**config.mk**
```make
export PLATFORM = sky130hd
export DESIGN_NAME = rlp_stream_parser
export DESIGN_NICKNAME = d
export VERILOG_FILES = /design/src/rtl/rlp_pkg.sv /design/src/rtl/rlp_stream_parser.sv
export SDC_FILE = /design/constraint.sdc
export NUM_CORES = 2
export LEC_CHECK = 0
export BUFFER_PORTS_ARGS = -buffer_cell sky130_fd_sc_hd__buf_4
export CAP_MARGIN = 5
export CORE_ASPECT_RATIO = 1.1
export CORE_MARGIN = 4
export CORE_UTILIZATION = 55
export CTS_BUF_LIST = sky130_fd_sc_hd__clkbuf_16
export DETAILED_ROUTE_END_ITERATION = 16
export HOLD_SLACK_MARGIN = 0.06
export PLACE_DENSITY = 0.74
export SYNTH_ARGS = -nofsm -noshare
export SYNTH_HDL_FRONTEND = slang
export SYNTH_SLANG_ARGS = --single-unit
```
**constraint.sdc**
```tcl
create_clock -name clk -period 16.6 [get_ports clk]
set_input_delay 3.32 -clock clk [delete_from_list [all_inputs] [get_ports clk]]
set_output_delay 3.32 -clock clk [all_outputs]
set_load 0.02 [all_outputs]
```
**src/rtl/rlp_pkg.sv**
```systemverilog
// Package with the beat types and the byte role, error and phase codes of the RLP parser.
`timescale 1ns / 1ps

package rlp_pkg;

  typedef struct packed {
    logic [7:0] data_byte;
    logic       frame_end;
  } in_beat_t;

  typedef struct packed {
    logic [7:0]  byte_out;
    logic [2:0]  byte_role;
    logic [4:0]  nest_level;
    logic [6:0]  element_index;
    logic [31:0] item_length;
    logic        item_done;
    logic [4:0]  lists_closed;
    logic [2:0]  error_code;
  } out_beat_t;

  localparam logic [2:0] ROLE_SINGLE      = 3'd0;
  localparam logic [2:0] ROLE_STR_PREFIX  = 3'd1;
  localparam logic [2:0] ROLE_STR_LEN     = 3'd2;
  localparam logic [2:0] ROLE_CONTENT     = 3'd3;
  localparam logic [2:0] ROLE_LIST_PREFIX = 3'd4;
  localparam logic [2:0] ROLE_LIST_LEN    = 3'd5;
  localparam logic [2:0] ROLE_REMAINDER   = 3'd6;
  localparam logic [2:0] ROLE_DISCARDED   = 3'd7;

  localparam logic [2:0] ERR_NONE      = 3'd0;
  localparam logic [2:0] ERR_TRUNCATED = 3'd1;
  localparam logic [2:0] ERR_OVERRUN   = 3'd2;
  localparam logic [2:0] ERR_CAPACITY  = 3'd3;
  localparam logic [2:0] ERR_TOO_LARGE = 3'd4;
  localparam logic [2:0] ERR_TOO_DEEP  = 3'd5;

  localparam logic [2:0] PH_HEADER  = 3'd0;
  localparam logic [2:0] PH_LEN     = 3'd1;
  localparam logic [2:0] PH_CONTENT = 3'd2;
  localparam logic [2:0] PH_REMAIN  = 3'd3;
  localparam logic [2:0] PH_ERROR   = 3'd4;

  localparam logic [7:0] SINGLE_MAX     = 8'h7f;
  localparam logic [7:0] SHORT_STR_MAX  = 8'hb7;
  localparam logic [7:0] LONG_STR_MAX   = 8'hbf;
  localparam logic [7:0] SHORT_LIST_MAX = 8'hf7;
  localparam logic [7:0] STR_BASE       = 8'h80;
  localparam logic [7:0] LIST_BASE      = 8'hc0;

  localparam logic [6:0] MAX_ELEMENTS_RESET = 7'd100;

endpackage

```
**src/rtl/rlp_stream_parser.sv**
```systemverilog
// Top level of the RLP stream parser: tags every byte of a frame with its role and position.
`timescale 1ns / 1ps

// The parser takes one byte of an RLP frame per beat and returns one registered tagged beat
// for it in the cycle after it is accepted, so a stream runs at one byte per clock whenever
// the output side keeps taking beats. All decoding for a byte is done in the cycle it is
// accepted, against the open-list stack held in flip-flops; lists that close together at one
// byte are all popped in that cycle. An error sticks until the beat marked frame_end, which
// also returns the parser to its starting state. max_elements is written through cfg_wr_en
// and should only change while the parser is idle.
module rlp_stream_parser #(
  parameter int STACK_DEPTH = 16,
  parameter int OFFSET_BITS = 32
) (
  input  logic              clk,
  input  logic              rst_n,
  input  logic              in_valid,
  output logic              in_ready,
  input  rlp_pkg::in_beat_t in_data,
  output logic              out_valid,
  input  logic              out_ready,
  output rlp_pkg::out_beat_t out_data,
  input  logic              cfg_wr_en,
  input  logic [6:0]        cfg_wr_data
);

  localparam int SPW = $clog2(STACK_DEPTH + 1);
  localparam int IW  = (STACK_DEPTH > 1) ? $clog2(STACK_DEPTH) : 1;
  localparam int SW  = OFFSET_BITS + 34;
  localparam logic [OFFSET_BITS-1:0] OFF_MAX = {OFFSET_BITS{1'b1}};

  logic [2:0]             phase_r, phase_nxt;
  logic [OFFSET_BITS-1:0] off_r, off_nxt;
  logic [31:0]            acc_r, acc_nxt;
  logic [3:0]             left_r, left_nxt;
  logic                   plist_r, plist_nxt;
  logic [OFFSET_BITS-1:0] send_r, send_nxt;
  logic [OFFSET_BITS-1:0] ends_r [STACK_DEPTH];
  logic [6:0]             cnt_r  [STACK_DEPTH];
  logic [SPW-1:0]         sp_r, sp_nxt;
  logic [2:0]             held_r, held_nxt;
  logic [6:0]             maxel_r;
  logic                   out_valid_r;
  rlp_pkg::out_beat_t     out_r, res;

  logic                   accept;
  logic [7:0]             b;
  logic [IW-1:0]          top_idx;
  logic [6:0]             cnt_top;
  logic [OFFSET_BITS-1:0] top_end;
  logic [31:0]            acc_new;
  logic [31:0]            n_sel;
  logic [SW-1:0]          sum;
  logic [2:0]             chk_err;
  logic [SPW-1:0]         closed;
  logic [SW-1:0]          off_plus1;
  logic                   inc;
  logic                   push;
  logic [6:0]             cnt_eff;
  logic [2:0]             err;
  logic [3:0]             left_dec;
  logic                   do_finish;
  logic                   do_payload;
  logic                   pl_list;
  logic [31:0]            pl_n;

  assign accept    = in_valid && in_ready;
  assign in_ready  = !out_valid_r || out_ready;
  assign out_valid = out_valid_r;
  assign out_data  = out_r;
  assign b         = in_data.data_byte;
  assign top_idx   = IW'(sp_r - SPW'(1));
  assign cnt_top   = (sp_r != '0) ? cnt_r[top_idx] : 7'd0;
  assign top_end   = ends_r[top_idx];
  assign acc_new   = {acc_r[23:0], b};
  assign off_plus1 = SW'(off_r) + SW'(1);

  always_comb begin
    if (phase_r == rlp_pkg::PH_LEN) begin
      n_sel = acc_new;
    end else if (b <= rlp_pkg::SHORT_STR_MAX) begin
      n_sel = 32'(b) - 32'(rlp_pkg::STR_BASE);
    end else if (b <= rlp_pkg::LONG_STR_MAX) begin
      n_sel = 32'(b) - 32'(rlp_pkg::SHORT_STR_MAX);
    end else if (b <= rlp_pkg::SHORT_LIST_MAX) begin
      n_sel = 32'(b) - 32'(rlp_pkg::LIST_BASE);
    end else begin
      n_sel = 32'(b) - 32'(rlp_pkg::SHORT_LIST_MAX);
    end
  end

  always_comb begin
    sum = SW'(off_r) + SW'(n_sel) + SW'(1);
    if (sum > SW'(OFF_MAX)) begin
      chk_err = rlp_pkg::ERR_TOO_LARGE;
    end else if (sp_r != '0 && sum > SW'(top_end)) begin
      chk_err = rlp_pkg::ERR_OVERRUN;
    end else begin
      chk_err = rlp_pkg::ERR_NONE;
    end
  end

  // Every open list encloses the current byte, so the lists ending here form the top run.
  always_comb begin
    closed = '0;
    for (int i = 0; i < STACK_DEPTH; i++) begin
      if (SPW'(i) < sp_r && SW'(ends_r[i]) == off_plus1) begin
        closed = closed + SPW'(1);
      end
    end
  end

  always_comb begin
    res        = '0;
    res.byte_out = b;
    phase_nxt  = phase_r;
    acc_nxt    = acc_r;
    left_nxt   = left_r;
    plist_nxt  = plist_r;
    send_nxt   = send_r;
    sp_nxt     = sp_r;
    held_nxt   = held_r;
    inc        = 1'b0;
    push       = 1'b0;
    err        = rlp_pkg::ERR_NONE;
    left_dec   = (left_r == 4'd0) ? 4'd0 : left_r - 4'd1;
    do_finish  = 1'b0;
    do_payload = 1'b0;
    pl_list    = 1'b0;
    pl_n       = n_sel;
    cnt_eff    = cnt_top;

    if (phase_r == rlp_pkg::PH_ERROR) begin
      res.byte_role  = rlp_pkg::ROLE_DISCARDED;
      res.error_code = held_r;
    end else if (phase_r == rlp_pkg::PH_REMAIN) begin
      res.byte_role = rlp_pkg::ROLE_REMAINDER;
    end else begin
      res.nest_level = 5'(sp_r);
      if (phase_r == rlp_pkg::PH_HEADER && sp_r != '0) begin
        if (cnt_top >= maxel_r) begin
          err = rlp_pkg::ERR_CAPACITY;
        end else begin
          inc = 1'b1;
        end
      end
      cnt_eff = cnt_top + 7'(inc);
      res.element_index = (cnt_eff != 7'd0) ? cnt_eff - 7'd1 : 7'd0;

      if (phase_r == rlp_pkg::PH_HEADER) begin
        if (b <= rlp_pkg::SINGLE_MAX) begin
          res.byte_role   = rlp_pkg::ROLE_SINGLE;
          res.item_length = 32'd1;
          do_finish       = (err == rlp_pkg::ERR_NONE);
        end else if (b <= rlp_pkg::SHORT_STR_MAX) begin
          res.byte_role   = rlp_pkg::ROLE_STR_PREFIX;
          res.item_length = n_sel;
          do_payload      = (err == rlp_pkg::ERR_NONE);
        end else if (b <= rlp_pkg::LONG_STR_MAX) begin
          res.byte_role = rlp_pkg::ROLE_STR_PREFIX;
          if (err == rlp_pkg::ERR_NONE) begin
            err = chk_err;
            if (chk_err == rlp_pkg::ERR_NONE) begin
              left_nxt  = 4'(n_sel);
              acc_nxt   = 32'd0;
              plist_nxt = 1'b0;
              phase_nxt = rlp_pkg::PH_LEN;
            end
          end
        end else if (b <= rlp_pkg::SHORT_LIST_MAX) begin
          res.byte_role   = rlp_pkg::ROLE_LIST_PREFIX;
          res.item_length = n_sel;
          do_payload      = (err == rlp_pkg::ERR_NONE);
          pl_list         = 1'b1;
        end else begin
          res.byte_role = rlp_pkg::ROLE_LIST_PREFIX;
          if (err == rlp_pkg::ERR_NONE) begin
            err = chk_err;
            if (chk_err == rlp_pkg::ERR_NONE) begin
              left_nxt  = 4'(n_sel);
              acc_nxt   = 32'd0;
              plist_nxt = 1'b1;
              phase_nxt = rlp_pkg::PH_LEN;
            end
          end
        end
      end else if (phase_r == rlp_pkg::PH_LEN) begin
        res.byte_role = plist_r ? rlp_pkg::ROLE_LIST_LEN : rlp_pkg::ROLE_STR_LEN;
        if (acc_r[31:24] != 8'd0) begin
          err = rlp_pkg::ERR_TOO_LARGE;
        end else begin
          acc_nxt  = acc_new;
          left_nxt = left_dec;
          if (left_dec == 4'd0) begin
            res.item_length = acc_new;
            do_payload      = 1'b1;
            pl_list         = plist_r;
          end
        end
      end else begin
        res.byte_role   = rlp_pkg::ROLE_CONTENT;
        res.item_length = acc_r;
        do_finish       = (off_plus1 == SW'(send_r));
      end

      if (do_payload) begin
        if (pl_n == 32'd0) begin
          do_finish = 1'b1;
        end else if (chk_err != rlp_pkg::ERR_NONE) begin
          err = chk_err;
        end else if (pl_list) begin
          if (sp_r >= SPW'(STACK_DEPTH)) begin
            err = rlp_pkg::ERR_TOO_DEEP;
          end else begin
            push      = 1'b1;
            sp_nxt    = sp_r + SPW'(1);
            phase_nxt = rlp_pkg::PH_HEADER;
          end
        end else begin
          acc_nxt   = pl_n;
          send_nxt  = sum[OFFSET_BITS-1:0];
          phase_nxt = rlp_pkg::PH_CONTENT;
        end
      end

      if (do_finish) begin
        res.item_done    = (phase_r != rlp_pkg::PH_LEN || pl_n == 32'd0) ? 1'b1 : 1'b0;
        res.lists_closed = 5'(closed);
        sp_nxt           = sp_r - closed;
        phase_nxt        = (sp_r == closed) ? rlp_pkg::PH_REMAIN : rlp_pkg::PH_HEADER;
      end

      if (err == rlp_pkg::ERR_NONE && in_data.frame_end && phase_nxt != rlp_pkg::PH_REMAIN) begin
        err = rlp_pkg::ERR_TRUNCATED;
      end
      if (err != rlp_pkg::ERR_NONE) begin
        res.item_length  = 32'd0;
        res.item_done    = 1'b0;
        res.lists_closed = 5'd0;
        phase_nxt        = rlp_pkg::PH_ERROR;
        held_nxt         = err;
        push             = 1'b0;
      end
      res.error_code = err;
    end

    off_nxt = (off_r == OFF_MAX) ? off_r : off_r + OFFSET_BITS'(1);

    if (in_data.frame_end) begin
      phase_nxt = rlp_pkg::PH_HEADER;
      off_nxt   = '0;
      acc_nxt   = 32'd0;
      left_nxt  = 4'd0;
      plist_nxt = 1'b0;
      send_nxt  = '0;
      sp_nxt    = '0;
      held_nxt  = rlp_pkg::ERR_NONE;
    end
  end

  always_ff @(posedge clk) begin
    if (!rst_n) begin
      phase_r     <= rlp_pkg::PH_HEADER;
      off_r       <= '0;
      acc_r       <= 32'd0;
      left_r      <= 4'd0;
      plist_r     <= 1'b0;
      send_r      <= '0;
      sp_r        <= '0;
      held_r      <= rlp_pkg::ERR_NONE;
      maxel_r     <= rlp_pkg::MAX_ELEMENTS_RESET;
      out_valid_r <= 1'b0;
    end else begin
      if (cfg_wr_en) begin
        maxel_r <= cfg_wr_data;
      end
      if (accept) begin
        out_valid_r <= 1'b1;
      end else if (out_ready) begin
        out_valid_r <= 1'b0;
      end
      if (accept) begin
        phase_r <= phase_nxt;
        off_r   <= off_nxt;
        acc_r   <= acc_nxt;
        left_r  <= left_nxt;
        plist_r <= plist_nxt;
        send_r  <= send_nxt;
        sp_r    <= sp_nxt;
        held_r  <= held_nxt;
      end
    end
  end

  always_ff @(posedge clk) begin
    if (accept) begin
      out_r <= res;
      if (inc) begin
        cnt_r[top_idx] <= cnt_eff;
      end
      if (push) begin
        ends_r[IW'(sp_r)] <= sum[OFFSET_BITS-1:0];
        cnt_r[IW'(sp_r)]  <= 7'd0;
      end
    end
  end

endmodule

```
Word level (Yosys, flattened, before mapping) --
Memories as Yosys holds them, arrays and structs flattened. Cells that the tools add are included.
Storage, ports and cells: register bits 184, memory bits (writable) 624, output and inout port bits 66, memories kept 2
Operators by class: add/sub/neg operators 29, magnitude comparators 24, equality and inequality tests 41, multiplexer cells 197, bitwise operators 2, reductions and logical operators 56
Memory list:
- ends_r | words 16, width 32, rd ports 17, clocked after memory_dff 0, write ports 1, RTL line rlp_stream_parser.sv:38 | logic [OFFSET_BITS-1:0] ends_r [STACK_DEPTH];
- cnt_r | words 16, width 7, rd ports 1, clocked after memory_dff 0, write ports 2, RTL line rlp_stream_parser.sv:39 | logic [6:0] cnt_r [STACK_DEPTH];
Operator list (count):
- $mux 32 | 37
- $eq 32x33->1 | 16
- $mux 3 | 52
- $mux 5 | 24
- $add 5x1->5 const B | 16
- $mux 1 | 64
- $mux 4 | 13
- $lt 4x5->1 const A | 8
- $sub 8x8->9 const B | 4
- $add 33x1->34 const B | 1
- $gt 34x32->1 | 1
- $gt 34x32->1 const B | 1
- $add 32x1->33 const B | 1
- $add 32x32->33 | 1
- $eq 33x32->1 | 1
- $add 32x1->32 const B | 1
- $eq 32x32->1 const B | 1
- $logic_not 32->1 | 1
- $le 8x8->1 const B | 3
- $logic_and 1x1->1 | 21
- $mux 7 | 3
- $lt 3x5->1 const A | 4
- $reduce_bool 3->1 | 6
- $ne 2x2->1 const B | 8
- 36 further kinds | 61

Depth between registers and ports, before layout --
depth in word-level cells 51, mapped depth 62, depth with buffers taken out 57

Least setup slack after synthesis --
Ideal clock, no wire load.
path kind register to register, start point register off_r[0], end point memory ends_r[10][0] (enable), library setup time 391 ps, arrival time 12285 ps, required time 16209 ps, setup slack 3924 ps, stages on the path, launching flop included 57, path through dfxtp_1 clkbuf_1 nand4_1 buf_2 o31a_1 nor2_1 buf_2 buf_1 xnor2_1 nor3_1 nand3_1 a2111oi_0 nand4_1 nor4_1 ha_1 xnor2_1 ha_1 and3_1 [... 21 more ...] o31ai_1 nor2_1 xnor2_1 mux2i_1 ha_1 nand2_1 xnor3_1 or3_1 xnor2_1 xnor2_1 ha_1 nand4_1 o21ai_1 a21oi_1 o41ai_2 and2b_1 buf_2 and4_1
Between the ends: longest elaborated chain between the ends 51, elaborated cells between the ends (all ways) 127
Ends and longest elaborated chain:
- from (decl) | RTL line rlp_stream_parser.sv:33 | logic [OFFSET_BITS-1:0] off_r, off_nxt;
- from (signal assigned) | RTL line rlp_stream_parser.sv:284 | off_r <= off_nxt;
- $add 32x1->33 | RTL line rlp_stream_parser.sv:76 | assign off_plus1 = SW'(off_r) + SW'(1);
- $eq 32x33->1 | RTL line rlp_stream_parser.sv:107 | if (SPW'(i) < sp_r && SW'(ends_r[i]) == off_plus1) begin
- $logic_and 1x1->1 | RTL line rlp_stream_parser.sv:107
- $mux 1 | RTL line rlp_stream_parser.sv:107
- $add 5x1->5 | RTL line rlp_stream_parser.sv:108 | closed = closed + SPW'(1);
- $mux 5 | RTL line rlp_stream_parser.sv:107
- $add 5x1->5 | RTL line rlp_stream_parser.sv:108
- $mux 5 | RTL line rlp_stream_parser.sv:107
- [... 35 more ...]
- $mux 3 | RTL line rlp_stream_parser.sv:133 | if (phase_r == rlp_pkg::PH_ERROR) begin
- $reduce_bool 3->1 | RTL line rlp_stream_parser.sv:236 | if (err != rlp_pkg::ERR_NONE) begin
- $mux 1 * | RTL line rlp_stream_parser.sv:236
- $mux 1 * | RTL line rlp_stream_parser.sv:136 | end else if (phase_r == rlp_pkg::PH_REMAIN) begin
- $mux 1 * | RTL line rlp_stream_parser.sv:133
- $mux 1 * | RTL line rlp_stream_parser.sv:301 | if (push) begin
- $mux 1 * | RTL line rlp_stream_parser.sv:296 | if (accept) begin
- $mux 1 (implied by the code) * | RTL line rlp_stream_parser.sv:302 | ends_r[IW'(sp_r)] <= sum[OFFSET_BITS-1:0];
- to (decl) | RTL line rlp_stream_parser.sv:38
Every way passes the cells marked *; elsewhere a longest branch is shown, timed or not. The select of a mux whose other input is x is not followed.

Final worst setup path --
start point register off_r[3], end point memory ends_r[6][17] (enable)
Same word-level chain as after synthesis.

==> impl_metrics.env <==
export IMPL_hpwl_mm=123.5
export IMPL_maxCapViolCount=0
export IMPL_multi_input_area_um2=25110
export IMPL_critPathKind="reg -> reg"
export IMPL_power_density_nw_per_um2=92.66
export IMPL_fin_setup_tns_ns=0
export IMPL_synth_area_top_cells="edfxtp_1 (36%), dfxtp_1 (9.6%), mux4_2 (8.7%)"
export IMPL_seqCellArea_um2=21940
export IMPL_grt_max_degree=129
export IMPL_finalSetupViolations=0
export IMPL_path_common_cell="ha_1"
export IMPL_clockRootBuffer="clkbuf_16"
export IMPL_max_stage_delay_ns=1.06
export IMPL_rsz0062_at_grt="false"
export IMPL_drtPass1Iterations=11
export IMPL_via_per_inst=6.926
export IMPL_cts_sinks=808
export IMPL_max_vdd_ir_drop_mv=0.07767
export IMPL_slew_headroom_pct=16.84
export IMPL_clockBufferDepth=3
export IMPL_whs_ns=0.4861
export IMPL_use_met3_pct=7.252
export IMPL_finalCritPeriodShare_pct=95.07
export IMPL_ys_warn_count=0
export IMPL_nets=4309
export IMPL_die_w_um=291.0
export IMPL_syn_num_nets=4296
export IMPL_fillCellCount=6877
export IMPL_fmax_ghz=0.06336
export IMPL_hold_violations=0
export IMPL_syn_area_per_cell_um2=11.63
export IMPL_drtIter0Drc=5136
export IMPL_slew_violations=0
export IMPL_cp_data_arrival_time_ns=16.04
export IMPL_grt_antenna_before_repair=6
export IMPL_final_cells=5408
export IMPL_use_met2_pct=56.30
export IMPL_ys_seq_elements=808
export IMPL_overflow=0
export IMPL_via_count=37456
export IMPL_drive_above_1_share_pct=16.13
export IMPL_path_clk_slew_ns=0.06
export IMPL_htree_levels=3
export IMPL_min_period_ns=15.78
export IMPL_area_growth_pct=10.62
export IMPL_cp_end_kind="flop"
export IMPL_ant_nets=0
export IMPL_synth_area_leader_cell="edfxtp_1"
export IMPL_wl_per_cell_um=31.40
export IMPL_cts_tree="yes"
export IMPL_core_area_um2=86810
export IMPL_synth_cell_types=108
export IMPL_dp_slack_ns=1.138
export IMPL_min_path_type="reg -> reg"
export IMPL_critPathSlowestCell="and4_2"
export IMPL_netlist_area_leader_share_pct=35.70
export IMPL_gp_congestion=1.055
export IMPL_dieArea_um2=92900
export IMPL_numPortBuffers=86
export IMPL_initial_utilization_pct=55.80
export IMPL_grt_pass1_wl_mm=248.0
export IMPL_die_h_um=319.3
export IMPL_drcViolationCount=0
export IMPL_rows=113
export IMPL_final_cell_mix="edfxtp_1 (576), xnor2_1 (320), xor2_1 (255), dfxtp_1 (231), buf_4 (227)"
export IMPL_drt_total_wl_mm=169.8
export IMPL_skew_ns=0.04327
export IMPL_start_kind="flop"
export IMPL_crit_fanout=40
export IMPL_design_area_um2=53590
export IMPL_ys_async_sr_fraction_pct=0
export IMPL_final_common_cell="edfxtp_1"
export IMPL_synth_ff_type="edfxtp_1"
export IMPL_postLayoutSetupSlackWorst_ns=0.8178
export IMPL_crit_required_ns=16.86
export IMPL_use_met1_pct=45.03
export IMPL_grt_busiest_layer="met2"
export IMPL_status="finished, final reports clean"
export IMPL_leakage_nw=19.09
export IMPL_placed_cell_area_um2=50680
export IMPL_synthesis_instances=4167
export IMPL_yosysSeqAreaShare_pct=45.29
export IMPL_grt_use_total_pct=35.69
export IMPL_clock_latency_ns=0.67
export IMPL_synth_edff_count=576
export IMPL_worst_pin_slew_ns=1.237
export IMPL_dp_cells=5238
export IMPL_synth_area_um2=48440
export IMPL_top_level_ports=87
export IMPL_grt_pass1_vias=35947
export IMPL_cts_made_buffers=90
per-stage QoR:
stage | utilization [%] | power, mW
after floorplan | - | 2.760
after global placement | 58.38 | 3.003
after detailed placement | 58.38 | 3.017
after CTS | 61.70 | 4.962
after global routing | 61.72 | 5.111
final | 61.73 | 4.966
layer usage:
layer | vias to the layer above | share of wire (%)
li1 | 15941 | -
met1 | 18458 | 36
met4 | 2 | 8.3
met3 | 600 | 10
met2 | 2455 | 46
met5 | - | 0.0077
path summary, 6_finish.rpt:
path / startpoint / end / slack [ns] / depth (start not counted)
worst max-delay path: off_r[3] / ends_r[6][17] / 0.82 / 54
worst min-delay path: held_r[0] / held_r[0] / 0.49 / 1
worst max register to register: off_r[3] / ends_r[6][17] / 0.82 / 54
worst min register to register: held_r[0] / held_r[0] / 0.49 / 1
layout make-up:
class,count,share of cell area [%]
antenna,4,0.01868
clock buffer,93,4.343
clock inverter,73,1.030
inverter,123,0.8709
multi-input combinational,2928,46.85
sequential,808,40.95
tap,1150,2.685
timing repair buffer,229,3.255
cell usage after synthesis, types with 93 or more instances:
library cell,instances
nand2_1,181
nor2_1,160
inv_1,119
o21ai_0,143
mux4_2,188
clkbuf_1,212
dfxtp_1,232
nand3_1,124
xor2_1,257
a41oi_1,128
a21oi_1,119
nor3_1,93
edfxtp_1,576
nand4_1,110
mux2i_1,126
ha_1,106
xnor2_1,342
state kept, by name, indices dropped and copies added, names as in the netlist, 4 cells and up:
signal and count:
acc_r 32, cnt_r 112, ends_r 512, left_r 4, maxel_r 7, off_r 32
out_data 64, send_r 32, sp_r 5
worst max-delay path: cells and delay by family (launching register included):
family	cells	cell delay (ns)
buffers and inverters	3	0.46
DFF	1	0.72
adders and majority gates	9	2.59
muxes	2	0.23
and+or+nand+nor	21	7.19
AOI/OAI and AO/OA	11	1.98
xor gates and xnor gates	8	2.14
report_power, final:
| part | leakage [nW] | switching, mW | internal, mW | total (mW) |
|---|---|---|---|---|
| Clock | 1.50 | 0.846 | 1.13 | 1.97 |
| Sequential | 7.13 | 0.0208 | 2.22 | 2.24 |
| Combinational | 10.5 | 0.482 | 0.272 | 0.754 |
| Total | 19.1 | 1.35 | 3.62 | 4.97 |
timing repair:
action,in CTS,in global routing
endpoints found under the setup margin,0,282
resized for setup,0,3
hold buffers,0,0
buffers inserted,0,0
cells by family after synthesis:
family | after synthesis | synth area share [%]
compound gates | 735 | 10.83
simple gates | 1124 | 13.30
fa+ha+maj | 108 | 2.820
mux | 318 | 11.44
xor+xnor | 643 | 12.79
flops | 808 | 45.29
buf+inv | 431 | 3.533
(Power assumes the default switching activity.)
